--- src/gasp_ram.sv ---
// Generic single-port-write, single-port-read RAM with registered read.
module gasp_ram #(
  parameter int WIDTH = 8,
  parameter int DEPTH = 256
) (
  input  logic                     clk,
  input  logic                     we,
  input  logic [$clog2(DEPTH)-1:0] waddr,
  input  logic [WIDTH-1:0]         wdata,
  input  logic [$clog2(DEPTH)-1:0] raddr,
  output logic [WIDTH-1:0]         rdata
);

  logic [WIDTH-1:0] mem [DEPTH];

  always_ff @(posedge clk) begin
    if (we) begin
      mem[waddr] <= wdata;
    end
    rdata <= mem[raddr];
  end

endmodule

--- config.mk ---
export PLATFORM = sky130hd
export DESIGN_NAME = gasp_ram
export DESIGN_NICKNAME = d
export VERILOG_FILES = /design/src/gasp_ram.sv
export SDC_FILE = /design/constraint.sdc
export NUM_CORES = 2
export LEC_CHECK = 0
export BUFFER_PORTS_ARGS = -buffer_cell sky130_fd_sc_hd__buf_2
export CAP_MARGIN = 20
export CORE_AREA = 5 5 377 379
export DETAILED_ROUTE_END_ITERATION = 16
export DIE_AREA = 0 0 382 384
export HOLD_SLACK_MARGIN = 0.05
export PLACE_DENSITY_LB_ADDON = 0.08
export SKIP_CTS_REPAIR_TIMING = 1
export SLEW_MARGIN = 30
export SYNTH_ARGS = -nofsm -noshare
export SYNTH_HDL_FRONTEND = slang
export SYNTH_SLANG_ARGS = --single-unit
--- constraint.sdc ---
create_clock -name clk -period 2.1 [get_ports clk]
set_input_delay 0 -clock clk [delete_from_list [all_inputs] [get_ports clk]]
set_output_delay 0 -clock clk [all_outputs]
set_load 0.1 [all_outputs]
* After elaboration in Yosys (flattened, before gate mapping)
Memory sizes are Yosys's and may differ from the RTL's. A register that Yosys moved wholly into a read port is not among the register bits.
Index checks and enable logic that the tools add are counted.
** Storage, ports and cells
- Bits in registers :: 0
- Latch bits :: 0
- Bits in writable memories :: 2048
- ROM bits :: 0
- Bits of input ports :: 26
- Output and inout port bits :: 8
- Logic and storage cells :: 3
- Memories :: 1
** Cells by class
- Add/subtract/negate cells :: 0
- Multiply operators :: 0
- Div/mod/pow operators :: 0
- Order comparisons :: 0
- Equality and inequality tests :: 0
- Shifts and indexed selects :: 0
- Mux-type cells :: 2
- Bitwise gates (word level) :: 0
- Reductions and logical operators :: 0
** Memory list
- mem :: depth 256, width 8, read ports 1, clocked after Yosys merged registers in 1, wr ports 1, RTL line 14 : logic [WIDTH-1:0] mem [DEPTH];
** Operators by type and width (number)
- 1-bit 2-to-1 mux :: 2

* Logic depth before layout (Yosys ltp)
- Depth in word-level cells :: 2
- Gate-level depth with buffers :: 11
- Gate-level depth less buffers :: 6

* Worst setup path after synthesis
OpenSTA, ideal clock, no wires.
- Path type :: input to register
- From :: input port raddr[0]
- To :: register rdata[2] (read register of mem)
- Setup time :: 131 ps
- Arrival time :: 1807 ps
- Slack :: 162 ps
- Cell stages on the path :: 9
- Path buffers :: 4
- Cell sequence :: buf_6 > buf_12 > buf_8 > buf_2 > mux4_2 > a22oi_1 > a21oi_1 > nor4_1 > nor4_2
** RTL lines
- from (decl) :: RTL line 10 : input logic [$clog2(DEPTH)-1:0] raddr,
- to (decl) :: RTL line 11 : output logic [WIDTH-1:0] rdata

==> reports/results.tsv <==
metric	value	unit
fmax	405	MHz
drtIter0Drc	5092	
hp-class	input pin to flop	
clockBufferDepth	3	
final_common_cell	edfxtp_1	
relSlewSlack	41.4	%
n_fill_cell	8790	
rows	137	
antenna_found_initial	8	
clk_pin_slew	0.06	ns
cp.required	2.82	ns
final_max_slew_viol_count	0	
rr_startpoint	mem[210][3]$_DFFE_PP_	
ys_async_sr_fraction	0	%
synth_edf_count	2048	
postLayoutCoreUtil	67.7	%
setup_viol	10	
worst_slew_pin_slew	0.879	ns
dieArea	147000	um^2
endpoint_kind	flop	
syn2layout_area_growth	17.9	%
core_area	139000	um^2
synth.top_cells.by_area	edfxtp_1 (77%), mux4_2 (13%), mux2i_1 (1.7%)	
die-height	384	um
yosysWarnings	0	
drt-wirelength-per-cell	31.7	um
die_w	382	um
seq_area_frac_synth	77.5	%
wirelength	205	mm
worstSetupStartpointType	flop	
place_congestion	0.898	
num_vias	41800	
grtUsageTotal	28.3	%
yosys.area.top_type_share	77.3	%
violations	setup timing	
holdPathStages	5	
arrival	3.19	ns
io_buffers	33	
power_density	909	nW/um^2
ctsHtreeMaxLevel	4	
ys_ff_latch	2056	
drive_gt1_share	33.3	%
cts-buffers-inserted	200	
clockRootBuffer	clkbuf_16	
peakVddDrop	0.000936	V
clock-sinks	2056	
ios	34	
r2r-end	rdata[3]$_DFF_P_	
cap_violations	0	
cts_tree	done	
final_cell_mix	edfxtp_1 (2048), buf_4 (651), mux4_2 (455)	
crit_type	flop to flop	
synth.avg_cell_area	21.3	um^2
synth_ff_type	edfxtp_1	
reg2regPathDepth	8	
period_share	117	%
min-delay-start	waddr[3]	
drtPass1Iterations	5	
vias_per_cell	6.47	
drc	0	
status	finished, violations left	
grt_pass1_vias	42400	
synth_cell_type_count	55	
grt_pass1_wl	298	mm
skew	0.0294	ns
hold_viol	0	
period_needed	2.47	ns
ant_nets	0	
clk_latency	0.84	ns
rsz0062_at_grt	true	
syn_nets	3759	
overflow	0	
worst_slack	-0.366	ns
syn_inst	3733	
start_util	57.4	%
fin_nets	4501	
hold_slack	0.0640	ns
r2r_setup_slack	-0.37	ns
dp_hpwl	135	mm
yosys.area.top_type	edfxtp_1	
grt_max_degree	103	
worstPathMaxFanout	1	
hold_end	mem[175][4]$_DFFE_PP_	
power.leakage	0.0306	uW
synth_area	79600	um^2
==> worst max path at each step <==
stage | slack (ns) | from | to
after CTS | -0.79 | mem[210][3]$_DFFE_PP_ | rdata[3]$_DFF_P_
final | -0.37 | mem[210][3]$_DFFE_PP_ | rdata[3]$_DFF_P_
after detailed placement | -1.16 | raddr[0] | rdata[3]$_DFF_P_
after floorplan | 0.16 | raddr[0] | rdata[2]$_DFF_P_
after global routing | -0.39 | mem[210][3]$_DFFE_PP_ | rdata[3]$_DFF_P_
after global placement | -1.56 | raddr[0] | rdata[3]$_DFF_P_
==> metal layers <==
layer	vias up	global-route usage [%]	share of wire, %
li1	17200	-	-
met1	22100	40.8	39
met2	2135	45.7	49
met3	354	4.69	8.7
met4	0	8.17	2.9
met5	-	0	0
==> critical path, stage by stage (launching register included) <==
cell	delay, ns
edfxtp_1	0.37
mux4_2	0.46
a22o_1	0.26
a221oi_4	0.30
buf_4	0.18
o32ai_1	0.10
nor3_4	0.45
buf_4	0.20
nor4_1	0.04
==> final cells by class <==
cell class              count  area, um^2  share of cell area (%)
clock inverters           131        1170                    1.25
inverters                   2        7.51                 0.00800
multi-input cells        1442       16700                    17.8
flip-flops and latches   2056       61700                    65.7
clock buffers             245        5230                    5.57
repair buffers            773        6730                    7.18
diodes                      2        5.00                 0.00534
well taps                1807        2260                    2.41
==> power breakdown <==
part           internal (uW)  total, uW  switching [uW]
sequential             45200      45300            83.7
combinational           1970       5090            3110
clock                  19700      34800           15100
total                  66900      85200           18300
==> cell usage after synthesis (10+ instances only) <==
cell type and count:
edfxtp_1 2048, mux4_2 454, nor2_1 282, mux2i_1 134, a22oi_1 133, clkbuf_1 111
a21oi_1 96, o221ai_1 46, nand3_1 34, nand2_1 33, buf_2 31, nor2b_1 31
o22ai_1 28, buf_4 27, nor4_1 24, buf_1 22, nor3_1 22, buf_6 21
a211oi_1 16, a221oi_1 13, buf_8 13, nand4_1 10, o211ai_1 10, o21ai_0 10
==> sequential cells by signal, summed over array words and instances, names as in the netlist <==
| name | count |
|---|---|
| rdata | 8 |
| mem | 2048 |
==> metrics by stage <==
| stage | instance area [um^2] | std cells | total power [uW] | TNS (ns) | worst slack, ns |
|---|---|---|---|---|---|
| after floorplan | 79600 | 3733 | 48600 | 0 | 0.162 |
| after global placement | 86900 | 6060 | 51000 | -9.10 | -1.56 |
| after detailed placement | 87000 | 6061 | 51100 | -7.59 | -1.16 |
| after CTS | 93400 | 6437 | 85600 | -4.74 | -0.791 |
| after global routing | 93800 | 6456 | 87800 | -2.68 | -0.391 |
| final | 93800 | 6458 | 85200 | -2.10 | -0.366 |
==> logic make-up after synthesis <==
group,after synthesis,share of synthesized area [%]
flip-flops,2056,77.5
multiplexers,591,14.6
AND/OR/NAND/NOR,466,2.63
AO/OA/AOI/OAI,385,3.42
buffers and inverters,235,1.83
Note: power is estimated with default switching activity, not from simulation.
